**src/rtl/assert_macros.svh**
```systemverilog
`ifndef ASSERT_MACROS_SVH
`define ASSERT_MACROS_SVH

`ifndef SYNTHESIS

`define DTA_ASSERT_IMP(lbl, clk, rst, ante, cons) \
   lbl: assert property (@(posedge clk) disable iff (rst) (ante) |-> (cons)) \
      else $error("assertion failed");

`define DTA_ASSERT_NEXT(lbl, clk, rst, ante, cons) \
   lbl: assert property (@(posedge clk) disable iff (rst) (ante) |=> (cons)) \
      else $error("assertion failed");

`else

`define DTA_ASSERT_IMP(lbl, clk, rst, ante, cons)
`define DTA_ASSERT_NEXT(lbl, clk, rst, ante, cons)

`endif

`endif

```
**src/rtl/dta_pkg.sv**
```systemverilog
`timescale 1ns / 1ps

package dta_pkg;

   localparam int NUM_STAGES   = 10;
   localparam int MONTH_STEPS  = 3;
   localparam int FIRST_MSTEP  = NUM_STAGES - MONTH_STEPS;

   localparam logic [16:0] SECS_PER_MIN  = 17'd60;
   localparam logic [16:0] MINS_PER_HOUR = 17'd60;
   localparam logic [16:0] HOURS_PER_DAY = 17'd24;
   localparam logic [6:0]  YEARS_WRAP    = 7'd100;
   localparam logic [6:0]  LAST_YEAR     = 7'd99;
   localparam logic [3:0]  JANUARY       = 4'd1;
   localparam logic [3:0]  FEBRUARY      = 4'd2;
   localparam logic [3:0]  APRIL         = 4'd4;
   localparam logic [3:0]  JUNE          = 4'd6;
   localparam logic [3:0]  SEPTEMBER     = 4'd9;
   localparam logic [3:0]  NOVEMBER      = 4'd11;
   localparam logic [3:0]  DECEMBER      = 4'd12;
   localparam logic [4:0]  FIRST_DAY     = 5'd1;

   // floor(t/60) = (t * 34953) >> 21 for t < 74898
   localparam logic [16:0] MIN_RECIP     = 17'd34953;
   localparam int          MIN_SHIFT     = 21;
   // floor(t/24) = (t * 43691) >> 20 for t < 131072
   localparam logic [16:0] HOUR_RECIP    = 17'd43691;
   localparam int          HOUR_SHIFT    = 20;

   typedef struct packed {
      logic [6:0]  start_year;
      logic [3:0]  start_month;
      logic [4:0]  start_day;
      logic [4:0]  start_hour;
      logic [5:0]  start_minute;
      logic [5:0]  start_second;
      logic [15:0] add_minutes;
      logic [15:0] add_seconds;
   } req_item_type;

   typedef struct packed {
      logic [6:0]  end_year;
      logic [3:0]  end_month;
      logic [4:0]  end_day;
      logic [4:0]  end_hour;
      logic [5:0]  end_minute;
      logic [5:0]  end_second;
      logic        year_wrapped;
   } rsp_item_type;

   typedef struct packed {
      logic [6:0]  year;
      logic [3:0]  month;
      logic [6:0]  day;
      logic [4:0]  hour;
      logic [5:0]  minute;
      logic [5:0]  second;
      logic        wrapped;
      logic [15:0] add_min;
      logic [16:0] t;
      logic [10:0] q;
   } pipe_type;

   // years 2000..2099: only multiples of four are leap (2000 is divisible by 400)
   function automatic logic [6:0] days_in_month(logic [6:0] year, logic [3:0] month);
      logic [6:0] md;
      md = 7'd31;
      if (month == FEBRUARY) begin
         md = (year[1:0] == 2'b00) ? 7'd29 : 7'd28;
      end else if (month == APRIL || month == JUNE || month == SEPTEMBER ||
                   month == NOVEMBER) begin
         md = 7'd30;
      end
      return md;
   endfunction

   function automatic pipe_type month_step(pipe_type p);
      pipe_type   r;
      logic [6:0] md;
      r  = p;
      md = days_in_month(p.year, p.month);
      if (p.day > md) begin
         r.day = p.day - md;
         if (p.month == DECEMBER) begin
            r.month = JANUARY;
            if (p.year == LAST_YEAR) begin
               r.year    = '0;
               r.wrapped = 1'b1;
            end else begin
               r.year = p.year + 7'd1;
            end
         end else begin
            r.month = p.month + 4'd1;
         end
      end
      return r;
   endfunction

endpackage

```
**src/rtl/dta_req_if.sv**
```systemverilog
`timescale 1ns / 1ps

interface dta_req_if;
   import dta_pkg::*;

   logic         valid;
   logic         ready;
   req_item_type item;

   modport source (output valid, output item, input ready);
   modport sink   (input valid, input item, output ready);
endinterface

```
**src/rtl/dta_rsp_if.sv**
```systemverilog
`timescale 1ns / 1ps

interface dta_rsp_if;
   import dta_pkg::*;

   logic         valid;
   logic         ready;
   rsp_item_type item;

   modport source (output valid, output item, input ready);
   modport sink   (input valid, input item, output ready);
endinterface

```
**src/rtl/date_time_add_offset.sv**
```systemverilog
`timescale 1ns / 1ps
`include "assert_macros.svh"

// Adds an offset in minutes and seconds to a date-time (year 0..99 from 2000,
// month, day, hour, minute, second) and returns the later date-time with
// Gregorian month lengths; a year past 99 wraps to 0 and sets year_wrapped.
// The block is a ten-stage pipeline: one item enters per cycle unless
// backpressure on rsp holds stage 0, and its result leaves from the last stage.
// The depth is one input stage, the two divide-by-60 and one divide-by-24
// reciprocal multiplies (two stages each) and three month-carry stages.
// Backpressure on rsp stalls each stage only as far as needed.
module date_time_add_offset (
   input logic     clock,
   input logic     reset,
   dta_req_if.sink   req_chan,
   dta_rsp_if.source rsp_chan
);
   import dta_pkg::*;

   pipe_type              pipe_ff [NUM_STAGES];
   pipe_type              pipe_in [NUM_STAGES];
   logic [NUM_STAGES-1:0] valid_ff;
   logic [NUM_STAGES-1:0] stage_rdy;

   logic [33:0] min_prod_a;
   logic [33:0] min_prod_b;
   logic [26:0] hour_prod;
   logic [16:0] sec_rem;
   logic [16:0] min_rem;
   logic [16:0] hour_rem;

   assign min_prod_a = 34'(pipe_ff[0].t) * 34'(MIN_RECIP);
   assign min_prod_b = 34'(pipe_ff[2].t) * 34'(MIN_RECIP);
   assign hour_prod  = 27'(pipe_ff[4].t[10:0]) * 27'(HOUR_RECIP);
   assign sec_rem    = pipe_ff[1].t - 17'(pipe_ff[1].q) * SECS_PER_MIN;
   assign min_rem    = pipe_ff[3].t - 17'(pipe_ff[3].q) * MINS_PER_HOUR;
   assign hour_rem   = pipe_ff[5].t - 17'(pipe_ff[5].q) * HOURS_PER_DAY;

   always_comb begin
      // stage 0: clean up the start fields, add the seconds
      pipe_in[0]         = '0;
      pipe_in[0].year    = (req_chan.item.start_year >= YEARS_WRAP) ?
                           req_chan.item.start_year - YEARS_WRAP : req_chan.item.start_year;
      pipe_in[0].month   = req_chan.item.start_month;
      if (req_chan.item.start_month == 4'd0) begin
         pipe_in[0].month = JANUARY;
      end else if (req_chan.item.start_month > DECEMBER) begin
         pipe_in[0].month = DECEMBER;
      end
      pipe_in[0].day     = (req_chan.item.start_day == 5'd0) ?
                           7'(FIRST_DAY) : 7'(req_chan.item.start_day);
      pipe_in[0].hour    = req_chan.item.start_hour;
      pipe_in[0].minute  = req_chan.item.start_minute;
      pipe_in[0].add_min = req_chan.item.add_minutes;
      pipe_in[0].t       = 17'(req_chan.item.start_second) + 17'(req_chan.item.add_seconds);

      // stage 1: minute carry from seconds
      pipe_in[1]   = pipe_ff[0];
      pipe_in[1].q = min_prod_a[MIN_SHIFT +: 11];

      // stage 2: seconds result, sum the minutes
      pipe_in[2]        = pipe_ff[1];
      pipe_in[2].second = sec_rem[5:0];
      pipe_in[2].t      = 17'(pipe_ff[1].minute) + 17'(pipe_ff[1].add_min) +
                          17'(pipe_ff[1].q);

      // stage 3: hour carry
      pipe_in[3]   = pipe_ff[2];
      pipe_in[3].q = min_prod_b[MIN_SHIFT +: 11];

      // stage 4: minutes result, sum the hours
      pipe_in[4]        = pipe_ff[3];
      pipe_in[4].minute = min_rem[5:0];
      pipe_in[4].t      = 17'(pipe_ff[3].hour) + 17'(pipe_ff[3].q);

      // stage 5: day carry
      pipe_in[5]   = pipe_ff[4];
      pipe_in[5].q = 11'(hour_prod[HOUR_SHIFT +: 7]);

      // stage 6: hours result, add the days
      pipe_in[6]      = pipe_ff[5];
      pipe_in[6].hour = hour_rem[4:0];
      pipe_in[6].day  = pipe_ff[5].day + 7'(pipe_ff[5].q);

      // month carry, one month per stage
      for (int s = FIRST_MSTEP; s < NUM_STAGES; s++) begin
         pipe_in[s] = month_step(pipe_ff[s-1]);
      end
   end

   always_comb begin
      stage_rdy[NUM_STAGES-1] = !valid_ff[NUM_STAGES-1] || rsp_chan.ready;
      for (int s = NUM_STAGES - 2; s >= 0; s--) begin
         stage_rdy[s] = !valid_ff[s] || stage_rdy[s+1];
      end
   end

   always_ff @(posedge clock) begin
      if (reset) begin
         valid_ff <= '0;
      end else begin
         if (stage_rdy[0]) begin
            valid_ff[0] <= req_chan.valid;
         end
         for (int s = 1; s < NUM_STAGES; s++) begin
            if (stage_rdy[s]) begin
               valid_ff[s] <= valid_ff[s-1];
            end
         end
      end
   end

   always_ff @(posedge clock) begin
      for (int s = 0; s < NUM_STAGES; s++) begin
         if (stage_rdy[s]) begin
            pipe_ff[s] <= pipe_in[s];
         end
      end
   end

   assign req_chan.ready              = stage_rdy[0];
   assign rsp_chan.valid              = valid_ff[NUM_STAGES-1];
   assign rsp_chan.item.end_year      = pipe_ff[NUM_STAGES-1].year;
   assign rsp_chan.item.end_month     = pipe_ff[NUM_STAGES-1].month;
   assign rsp_chan.item.end_day       = pipe_ff[NUM_STAGES-1].day[4:0];
   assign rsp_chan.item.end_hour      = pipe_ff[NUM_STAGES-1].hour;
   assign rsp_chan.item.end_minute    = pipe_ff[NUM_STAGES-1].minute;
   assign rsp_chan.item.end_second    = pipe_ff[NUM_STAGES-1].second;
   assign rsp_chan.item.year_wrapped  = pipe_ff[NUM_STAGES-1].wrapped;

   `DTA_ASSERT_IMP(a_date_range, clock, reset, rsp_chan.valid,
      (pipe_ff[NUM_STAGES-1].month >= JANUARY && pipe_ff[NUM_STAGES-1].month <= DECEMBER &&
       pipe_ff[NUM_STAGES-1].day >= 7'(FIRST_DAY) &&
       pipe_ff[NUM_STAGES-1].day <= days_in_month(pipe_ff[NUM_STAGES-1].year,
                                                  pipe_ff[NUM_STAGES-1].month) &&
       pipe_ff[NUM_STAGES-1].year <= LAST_YEAR))
   `DTA_ASSERT_IMP(a_time_range, clock, reset, rsp_chan.valid,
      (pipe_ff[NUM_STAGES-1].hour < 5'(HOURS_PER_DAY) &&
       pipe_ff[NUM_STAGES-1].minute < 6'(MINS_PER_HOUR) &&
       pipe_ff[NUM_STAGES-1].second < 6'(SECS_PER_MIN)))
   `DTA_ASSERT_IMP(a_mid_day_carry, clock, reset, valid_ff[6], (pipe_ff[6].day <= 7'd78))
   `DTA_ASSERT_NEXT(a_stall_holds, clock, reset, (valid_ff[3] && !stage_rdy[3]),
      (valid_ff[3] && $stable(pipe_ff[3])))

endmodule

```
**src/flat_wrapper.sv**
```systemverilog
// flat-port wrapper written by rule: the top's interface ports become plain ports
module date_time_add_offset_flat import dta_pkg::*;
  (clock, reset, req_chan_valid, req_chan_item, req_chan_ready, rsp_chan_valid, rsp_chan_item, rsp_chan_ready);
  dta_req_if req_chan_i ();
  dta_rsp_if rsp_chan_i ();
  input logic clock;
  input logic reset;
  input wire logic [$bits(req_chan_i.valid)-1:0] req_chan_valid;
  input wire logic [$bits(req_chan_i.item)-1:0] req_chan_item;
  output wire logic [$bits(req_chan_i.ready)-1:0] req_chan_ready;
  output wire logic [$bits(rsp_chan_i.valid)-1:0] rsp_chan_valid;
  output wire logic [$bits(rsp_chan_i.item)-1:0] rsp_chan_item;
  input wire logic [$bits(rsp_chan_i.ready)-1:0] rsp_chan_ready;
  assign req_chan_i.valid = req_chan_valid;
  assign req_chan_i.item = req_chan_item;
  assign req_chan_ready = req_chan_i.ready;
  assign rsp_chan_valid = rsp_chan_i.valid;
  assign rsp_chan_item = rsp_chan_i.item;
  assign rsp_chan_i.ready = rsp_chan_ready;
  date_time_add_offset u_core (.clock(clock), .reset(reset), .req_chan(req_chan_i), .rsp_chan(rsp_chan_i));
endmodule
```
**config.mk**
```make
export PLATFORM = sky130hd
export DESIGN_NAME = date_time_add_offset_flat
export DESIGN_NICKNAME = d
export VERILOG_FILES = /design/src/rtl/dta_pkg.sv /design/src/rtl/dta_req_if.sv /design/src/rtl/dta_rsp_if.sv /design/src/rtl/date_time_add_offset.sv /design/src/flat_wrapper.sv
export VERILOG_INCLUDE_DIRS = /design/src /design/src/rtl
export SDC_FILE = /design/constraint.sdc
export NUM_CORES = 1
export LEC_CHECK = 0
export BUFFER_PORTS_ARGS = -buffer_cell sky130_fd_sc_hd__buf_2
export CAP_MARGIN = 20
export CORE_AREA = 2 2 155 270
export DETAILED_ROUTE_END_ITERATION = 8
export DIE_AREA = 0 0 157 272
export PLACE_DENSITY = 0.77
export SLEW_MARGIN = 10
export SYNTH_ARGS = -nofsm -noshare
export SYNTH_HDL_FRONTEND = slang
export SYNTH_SLANG_ARGS = --single-unit
```
**constraint.sdc**
```tcl
create_clock -name clock -period 9.24 [get_ports clock]
set_input_delay 2.31 -clock clock [delete_from_list [all_inputs] [get_ports clock]]
set_output_delay 2.31 -clock clock [all_outputs]
set_load 0.02 [all_outputs]
```
==> results.json, run 1 <==
{
  "dieArea_mm2": 0.0427,
  "grt_pass1_vias": 14586,
  "cts_setup_buffers": 0,
  "grt_overflow": 0,
  "tns_ns": 0,
  "start_util_pct": 60.2,
  "drv_slew": 0,
  "hold_viol": 0,
  "clock_latency_ns": 0.54,
  "required_ns": 6.93,
  "syn_inst": 1830,
  "nNetsFinal": 2482,
  "coreArea_mm2": 0.0406,
  "avgViaCountPerCell": 5.46,
  "root_buffer": "clkbuf_16",
  "utilization_pct": 66.6,
  "cp-start-kind": "input port",
  "n_antenna_cell": 0,
  "worst_pin_slew_ns": 0.770,
  "drive_above_1_share_pct": 9.73,
  "slew_headroom_pct": 48.3,
  "fp.dieW_um": 157,
  "period_share_pct": 71.7,
  "worstPathArrival_ns": 4.32,
  "cts_resized": 0,
  "cp_max_fo": 46,
  "status": "completed",
  "period_needed_ns": 6.63,
  "clock.fmax_mhz": 151,
  "cts_buffer_depth": 3,
  "synth_edf_count": 428,
  "clkTransAtPathRegs_ns": 0.06,
  "areaGrowthSynthToFinish_pct": 10.6,
  "setup_viol": 0,
  "num_rows": 98,
  "io_pins": 105,
  "path_class": "in -> out",
  "crit_path_end_kind": "output port",
  "vias": 13948,
  "synth_top_area_cell": "edfxtp_1",
  "wl_per_cell_um": 15.6,
  "cts_sinks": 438,
  "synth_flop_cell": "edfxtp_1",
  "ys_types": 69,
  "post-synth-top-count-cell": "edfxtp_1",
  "yosys_register_bits": 438,
  "grt_usage_pct": 19.3,
  "grt_setup_unrepaired": "no",
  "drtAntennaViolNets": 0,
  "totalWireLength_um": 39800,
  "htreeDepth": 2,
  "grt_first_pass_wirelength_um": 66000,
  "synth-seq-area-share_pct": 53.5,
  "drt_iter0_drc": 576,
  "yosysTopAreaCellShare_pct": 52.6,
  "cts_tree": "yes",
  "holdWs_ns": 0.411,
  "synth_area_mm2": 0.0244,
  "die-height_um": 272,
  "hold_path_class": "reg -> reg",
  "cap_violations": 0,
  "postCtsHoldBufs": 0,
  "first_pass_iters": 5,
  "async_reset_ff_share_pct": 0,
  "antenna_found_initial": 0,
  "drc": 0,
  "grt_max_degree": 62,
  "syn_nets": 2337,
  "syn_avg_cell_area_um2": 13.3,
  "finClkSkew_ns": 0.0144,
  "hpwl_um": 31100,
  "synth.area.top_cells": "edfxtp_1 53%, ha_1 17%, fa_1 8.0%",
  "place_congestion": 0.874,
  "synthTopCellsByCount": "428 x edfxtp_1, 341 x ha_1, 281 x inv_1",
  "cts_inserted_buffers": 40,
  "synth_warnings": 0,
  "port_buffers": 104
}
[cell usage in the layout (no fill, tap or decap), types with 22 or more instances in the layout]
cell       count
ha_1         341
nand2_1       79
nor2_1        64
edfxtp_1     428
nand3_1       29
a21o_1        28
fa_1          97
xnor2_1       67
buf_2        104
inv_1        281
a21oi_1       78
xor2_1        32
nor3_1        22
o21ai_0       74
clkbuf_16     41
[per-layer routing]
metal,part of all wire [%],up-vias,track usage (%)
met5,0,-,0
met4,4.0,0,7.61
met3,3.0,102,2.58
met2,58,266,39.2
met1,35,6767,19.0
li1,-,6813,-
[flip-flops by register name (all words and copies together) (netlist names)]
register	count
u_core.pipe_ff	428
u_core.valid_ff	10
[path summary, 6_finish.rpt]
path | from | endpoint | slack [ns] | depth (start not counted)
max | rsp_chan_ready | req_chan_ready | 2.61 | 9
min | u_core.pipe_ff[3][74] | u_core.pipe_ff[4][74] | 0.41 | 0
max reg2reg | u_core.pipe_ff[4][18] | u_core.pipe_ff[5][5] | 4.04 | 17
min reg2reg | u_core.pipe_ff[3][74] | u_core.pipe_ff[4][74] | 0.41 | 0
[layout make-up]
type	instances	area, um^2
clock buffers	45	1040
clock inverters	26	297
fillers	2821	13600
inverters	281	1050
multi-input cells	1099	10300
flip-flops and latches	438	13100
well taps	550	688
repair buffers	115	603
[cell families after synthesis]
kind of cell,share of synthesized area (%)
and+or+nand+nor,6.25
adders and majority gates,25.4
muxes,0.0871
DFF,53.5
AOI/OAI and AO/OA,6.73
xor gates and xnor gates,3.55
buffers and inverters,4.50
[stage by stage]
stage	instance area [um^2]	worst slack, ns	cells
2_1_floorplan	24400	0.631	1830
3_3_place_gp	25700	2.66	2483
3_5_place_dp	25700	2.59	2483
4_1_cts	27000	2.57	2554
5_1_grt	27000	2.38	2554
6_report	27000	2.61	2554
[worst max-delay path: stages]
cell and delay, ns:
buf_2 0.09, nor2b_1 0.26, and3_1 0.28, and3_1 0.27
nand3_2 0.09, buf_4 0.29, nor2_1 0.37, nand3_2 0.15
buf_2 0.19
Power of run 1 is left out: the tool's default activity adds up to more than one toggle a clock period on the data nets, which glitch-free logic cannot reach.
==> run 2, diff against run 1 <==
--- a/config.mk
+++ b/config.mk
@@ -8,10 +8,10 @@
 export LEC_CHECK = 0
 export BUFFER_PORTS_ARGS = -buffer_cell sky130_fd_sc_hd__buf_2
 export CAP_MARGIN = 20
-export CORE_AREA = 2 2 155 270
+export CORE_AREA = 2 2 160 279
 export DETAILED_ROUTE_END_ITERATION = 8
-export DIE_AREA = 0 0 157 272
-export PLACE_DENSITY = 0.77
+export DIE_AREA = 0 0 162 281
+export PLACE_DENSITY = 0.76
 export SLEW_MARGIN = 10
 export SYNTH_ARGS = -nofsm -noshare
 export SYNTH_HDL_FRONTEND = slang
==> constraint.sdc (replaced) <==
create_clock -name clock -period 6 [get_ports clock]
set_input_delay 1.5 -clock clock [delete_from_list [all_inputs] [get_ports clock]]
set_output_delay 1.5 -clock clock [all_outputs]
set_load 0.02 [all_outputs]
==> results.json, run 2 (synthesized netlist as in run 1, its figures left out) <==
{
  "clock.fmax_mhz": 194,
  "hpwl_um": 32700,
  "cp_max_fo": 4,
  "htreeDepth": 2,
  "tns_ns": 0,
  "cts_resized": 0,
  "clock_latency_ns": 0.54,
  "status": "completed",
  "drv_slew": 0,
  "cts_sinks": 438,
  "clkTransAtPathRegs_ns": 0.07,
  "fillers": 3243,
  "coreArea_mm2": 0.0432,
  "grt_max_degree": 62,
  "reg_top3": "u_core.pipe_ff: 428 flops, u_core.valid_ff: 10 flops",
  "vias": 13948,
  "die-height_um": 281,
  "grt_first_pass_wirelength_um": 66700,
  "worstPathArrival_ns": 5.42,
  "place_congestion": 0.902,
  "top_register": "u_core.pipe_ff",
  "cts_setup_buffers": 0,
  "drtAntennaViolNets": 0,
  "cts_buffer_depth": 3,
  "fp.dieW_um": 162,
  "slew_headroom_pct": 48.5,
  "grt_overflow": 0,
  "drt_iter0_drc": 652,
  "setup_viol": 0,
  "final_cell_mix": "428 x edfxtp_1, 341 x ha_1, 281 x inv_1, 104 x buf_2, 97 x fa_1",
  "drc": 0,
  "period_needed_ns": 5.14,
  "hold_path_class": "reg -> reg",
  "grt_usage_pct": 18.3,
  "first_pass_iters": 5,
  "antenna_found_initial": 0,
  "hold_path_depth": 0,
  "areaGrowthSynthToFinish_pct": 10.5,
  "required_ns": 6.28,
  "seqCellArea_mm2": 0.0131,
  "totalWireLength_um": 40800,
  "root_buffer": "clkbuf_16",
  "crit_path_end_kind": "flip-flop",
  "multi_input_area_mm2": 0.0103,
  "avgViaCountPerCell": 5.42,
  "postCtsHoldBufs": 0,
  "n_antenna_cell": 0,
  "cts_inserted_buffers": 40,
  "drive_above_1_share_pct": 10.0,
  "r2r_cells": 17,
  "grt_pass1_vias": 14913,
  "nNetsFinal": 2482,
  "path_class": "reg -> reg",
  "start_util_pct": 56.5,
  "finClkSkew_ns": 0.0139,
  "final_common_cell": "edfxtp_1",
  "worst_pin_slew_ns": 0.767,
  "num_rows": 101,
  "wl_per_cell_um": 15.9,
  "grt_setup_unrepaired": "no",
  "cp-start-kind": "flip-flop",
  "period_share_pct": 85.7,
  "largest_reg_flops": 428,
  "cap_violations": 0,
  "cts_tree": "yes",
  "dieArea_mm2": 0.0455,
  "io_pins": 105,
  "hold_viol": 0,
  "port_buffers": 104
}
-- run 2: changes by cell type in the layout (fill, tap and decap cells not counted) --
cell / delta
clkinv_2: +3
clkbuf_1: +4
clkinv_4: +4
inv_6: +2
clkbuf_8: +3
bufinv_16: -5
inv_8: -1
clkinv_1: -7
-- run 2: area by class of cell --
type                            count  area share (%)
Multi-Input combinational cell   1099            38.1
Timing Repair Buffer              115            2.24
Clock inverter                     22           0.654
Inverter                          281            3.91
Tap cell                          566            2.63
Sequential cell                   438            48.4
Clock buffer                       52            4.07
-- run 2: worst max-delay path, cell delays in order, from the launching register on --
cell,delay [ns]
edfxtp_1,0.45
ha_1,0.34
inv_1,0.08
fa_1,0.48
inv_1,0.09
fa_1,0.51
inv_1,0.08
fa_1,0.56
fa_1,0.56
inv_1,0.04
ha_1,0.33
and4_1,0.20
nor4b_1,0.34
nand4bb_1,0.24
o2111ai_2,0.19
a21o_2,0.20
a21oi_1,0.08
xnor2_1,0.13
-- run 2: per-stage QoR --
| step | hold WS (ns) | instance area (um^2) | util, % | instances | setup slack (ns) |
|---|---|---|---|---|---|
| after floorplan | 0.400 | 24400 | - | 1830 | 0.156 |
| after global placement | 0.401 | 25700 | 59.5 | 2499 | 1.04 |
| after CTS | 0.415 | 27000 | 62.4 | 2573 | 0.911 |
| final | 0.415 | 27000 | 62.4 | 2573 | 0.857 |
| after global routing | 0.420 | 27000 | 62.4 | 2573 | 0.556 |
| after detailed placement | 0.405 | 25700 | 59.5 | 2499 | 0.924 |
-- run 2: final timing paths --
check	slack [ns]	start	to
setup / recovery	0.86	u_core.pipe_ff[4][18]	u_core.pipe_ff[5][3]
hold / removal	0.42	u_core.pipe_ff[8][60]	u_core.pipe_ff[9][60]
setup reg to reg	0.86	u_core.pipe_ff[4][18]	u_core.pipe_ff[5][3]
hold reg to reg	0.42	u_core.pipe_ff[8][60]	u_core.pipe_ff[9][60]
-- run 2: metal layers --
layer / routed length (um) / global-route usage (%)
met1: 13700 / 16.7
met2: 23800 / 37.8
met3: 1150 / 2.32
met4: 2180 / 9.69
met5: 0 / 0
Power of run 2 is left out for the same reason.
==> run 3, diff against run 2 <==
--- a/config.mk
+++ b/config.mk
@@ -8,10 +8,10 @@
 export LEC_CHECK = 0
 export BUFFER_PORTS_ARGS = -buffer_cell sky130_fd_sc_hd__buf_2
 export CAP_MARGIN = 20
-export CORE_AREA = 2 2 160 279
+export CORE_AREA = 2 2 155 270
 export DETAILED_ROUTE_END_ITERATION = 8
-export DIE_AREA = 0 0 162 281
-export PLACE_DENSITY = 0.76
+export DIE_AREA = 0 0 157 272
+export PLACE_DENSITY = 0.77
 export SLEW_MARGIN = 10
 export SYNTH_ARGS = -nofsm -noshare
 export SYNTH_HDL_FRONTEND = slang
==> constraint.sdc (replaced) <==
create_clock -name clock -period 5 [get_ports clock]
set_input_delay 1.25 -clock clock [delete_from_list [all_inputs] [get_ports clock]]
set_output_delay 1.25 -clock clock [all_outputs]
set_load 0.02 [all_outputs]
==> results.json, run 3 (synthesized netlist as in run 1, its figures left out) <==
{
  "io_pins": 105,
  "holdPathEnd": "u_core.pipe_ff[5][62]",
  "first_pass_iters": 7,
  "met1_usage_pct": 19.3,
  "top_register": "u_core.pipe_ff",
  "holdCritStartpoint": "u_core.pipe_ff[4][62]",
  "worstPathArrival_ns": 5.21,
  "r2r_cells": 17,
  "r2r_start": "u_core.pipe_ff[4][16]",
  "utilization_pct": 67.4,
  "fp.dieW_um": 157,
  "hold_path_depth": 0,
  "final_common_cell": "edfxtp_1",
  "cts_tree": "yes",
  "grt_pass1_vias": 15077,
  "root_buffer": "clkbuf_16",
  "start_util_pct": 60.2,
  "period_needed_ns": 4.92,
  "reg2reg_slack_ns": 0.08,
  "totalWireLength_um": 42100,
  "setup_viol": 0,
  "stdcell_count": 2575,
  "reg_top3": "u_core.pipe_ff: 428 flops, u_core.valid_ff: 10 flops",
  "port_buffers": 104,
  "drv_slew": 0,
  "drc": 0,
  "dieArea_mm2": 0.0427,
  "grt_usage_pct": 20.3,
  "n_antenna_cell": 0,
  "final_cell_mix": "428 x edfxtp_1, 337 x ha_1, 277 x inv_1, 104 x buf_2, 92 x fa_1",
  "hold_viol": 0,
  "fin_area_mm2": 0.0273,
  "die-height_um": 272,
  "clock.fmax_mhz": 203,
  "hold_path_class": "reg -> reg",
  "wl_per_cell_um": 16.3,
  "cp_max_fo": 4,
  "critPathSlowestCell": "fa_2",
  "worst_pin_slew_ns": 0.781,
  "avgViaCountPerCell": 5.44,
  "largest_reg_flops": 428,
  "crit_path_start": "u_core.pipe_ff[4][16]",
  "finClkSkew_ns": 0.0120,
  "tns_ns": 0,
  "reg2reg_to": "u_core.pipe_ff[5][5]",
  "hpwl_um": 32400,
  "place_congestion": 0.897,
  "drt_iter0_drc": 638,
  "postCtsHoldBufs": 0,
  "areaGrowthSynthToFinish_pct": 12.0,
  "cts_inserted_buffers": 39,
  "nNetsFinal": 2501,
  "clkTransAtPathRegs_ns": 0.07,
  "drtAntennaViolNets": 0,
  "grt_setup_unrepaired": "yes",
  "cts_sinks": 438,
  "coreArea_mm2": 0.0406,
  "grt_overflow": 0,
  "drive_above_1_share_pct": 12.0,
  "path_class": "reg -> reg",
  "met2_usage_pct": 41.2,
  "fillers": 2830,
  "gr-usage-met3_pct": 2.20,
  "status": "completed",
  "htreeDepth": 2,
  "crit_path_end_kind": "flip-flop",
  "critPathMaxStageDelay_ns": 0.57,
  "antenna_found_initial": 0,
  "cap_violations": 0,
  "clock_latency_ns": 0.54,
  "cts_buffer_depth": 3,
  "period_share_pct": 98.3,
  "cp-start-kind": "flip-flop",
  "dpl_cell_area_mm2": 0.0258,
  "grt_max_degree": 62,
  "vias": 14015,
  "num_rows": 98,
  "grt.busiest_layer": "met2",
  "grt_first_pass_wirelength_um": 68500,
  "required_ns": 5.29,
  "path_cells": "ha_4 > inv_4 > fa_2 > inv_4 > fa_1 > inv_1 > fa_1 > xor2_1 > ha_1 > ha_1 > a21oi_1 > a21oi_1 > o21ai_0 > o2111ai_2 > a211o_2 > a21oi_2 > xnor2_1",
  "dp.cells": 2493,
  "slew_headroom_pct": 47.5
}
==> run 3: cell type report <==
type	count	area [um^2]	area share [%]
clock buffer	44	1020	3.72
clock inverter	28	360	1.32
inverter	281	1060	3.88
multi-input combinational	1099	10400	38.1
sequential	438	13100	47.7
tap	550	688	2.52
timing repair buffer	135	753	2.76
==> run 3: critical path, delay by kind of cell, from the launching register on <==
kind / cells / cell delay, ns
flip-flops: 1 / 0.46
XOR/XNOR: 2 / 0.25
AO/OA/AOI/OAI: 6 / 1.26
adder cells (fa/ha/maj): 6 / 2.44
buffers and inverters: 3 / 0.24
==> run 3: worst max-delay path by stage <==
stage,slack [ns],depth (start not counted),to
final,0.08,17,u_core.pipe_ff[5][5]
after global routing,-0.11,17,u_core.pipe_ff[5][5]
after CTS,0.03,17,u_core.pipe_ff[5][5]
after detailed placement,-0.09,17,u_core.pipe_ff[5][3]
after global placement,0.09,17,u_core.pipe_ff[5][3]
after floorplan,0.27,17,u_core.pipe_ff[5][5]
==> run 3: what timing repair did <==
item	4_1_cts	5_1_grt
gates resized for setup	4	23
setup endpoints to repair	3	14
setup buffers	2	8
pin swaps	4	22
endpoints found under the hold margin	0	0
==> run 3: routing by layer <==
metal,vias up,part of all wire [%]
li1,6846,-
met1,6739,34
met2,291,58
met3,139,2.6
met4,0,5.6
met5,-,0
==> run 3: stage by stage <==
stage | setup slack, ns | hold WS (ns)
3_3_place_gp | 0.0883 | 0.401
4_1_cts | 0.0300 | 0.407
3_5_place_dp | -0.0929 | 0.405
5_1_grt | -0.106 | 0.418
2_1_floorplan | 0.269 | 0.400
6_report | 0.0836 | 0.412
Power of run 3 is left out for the same reason.
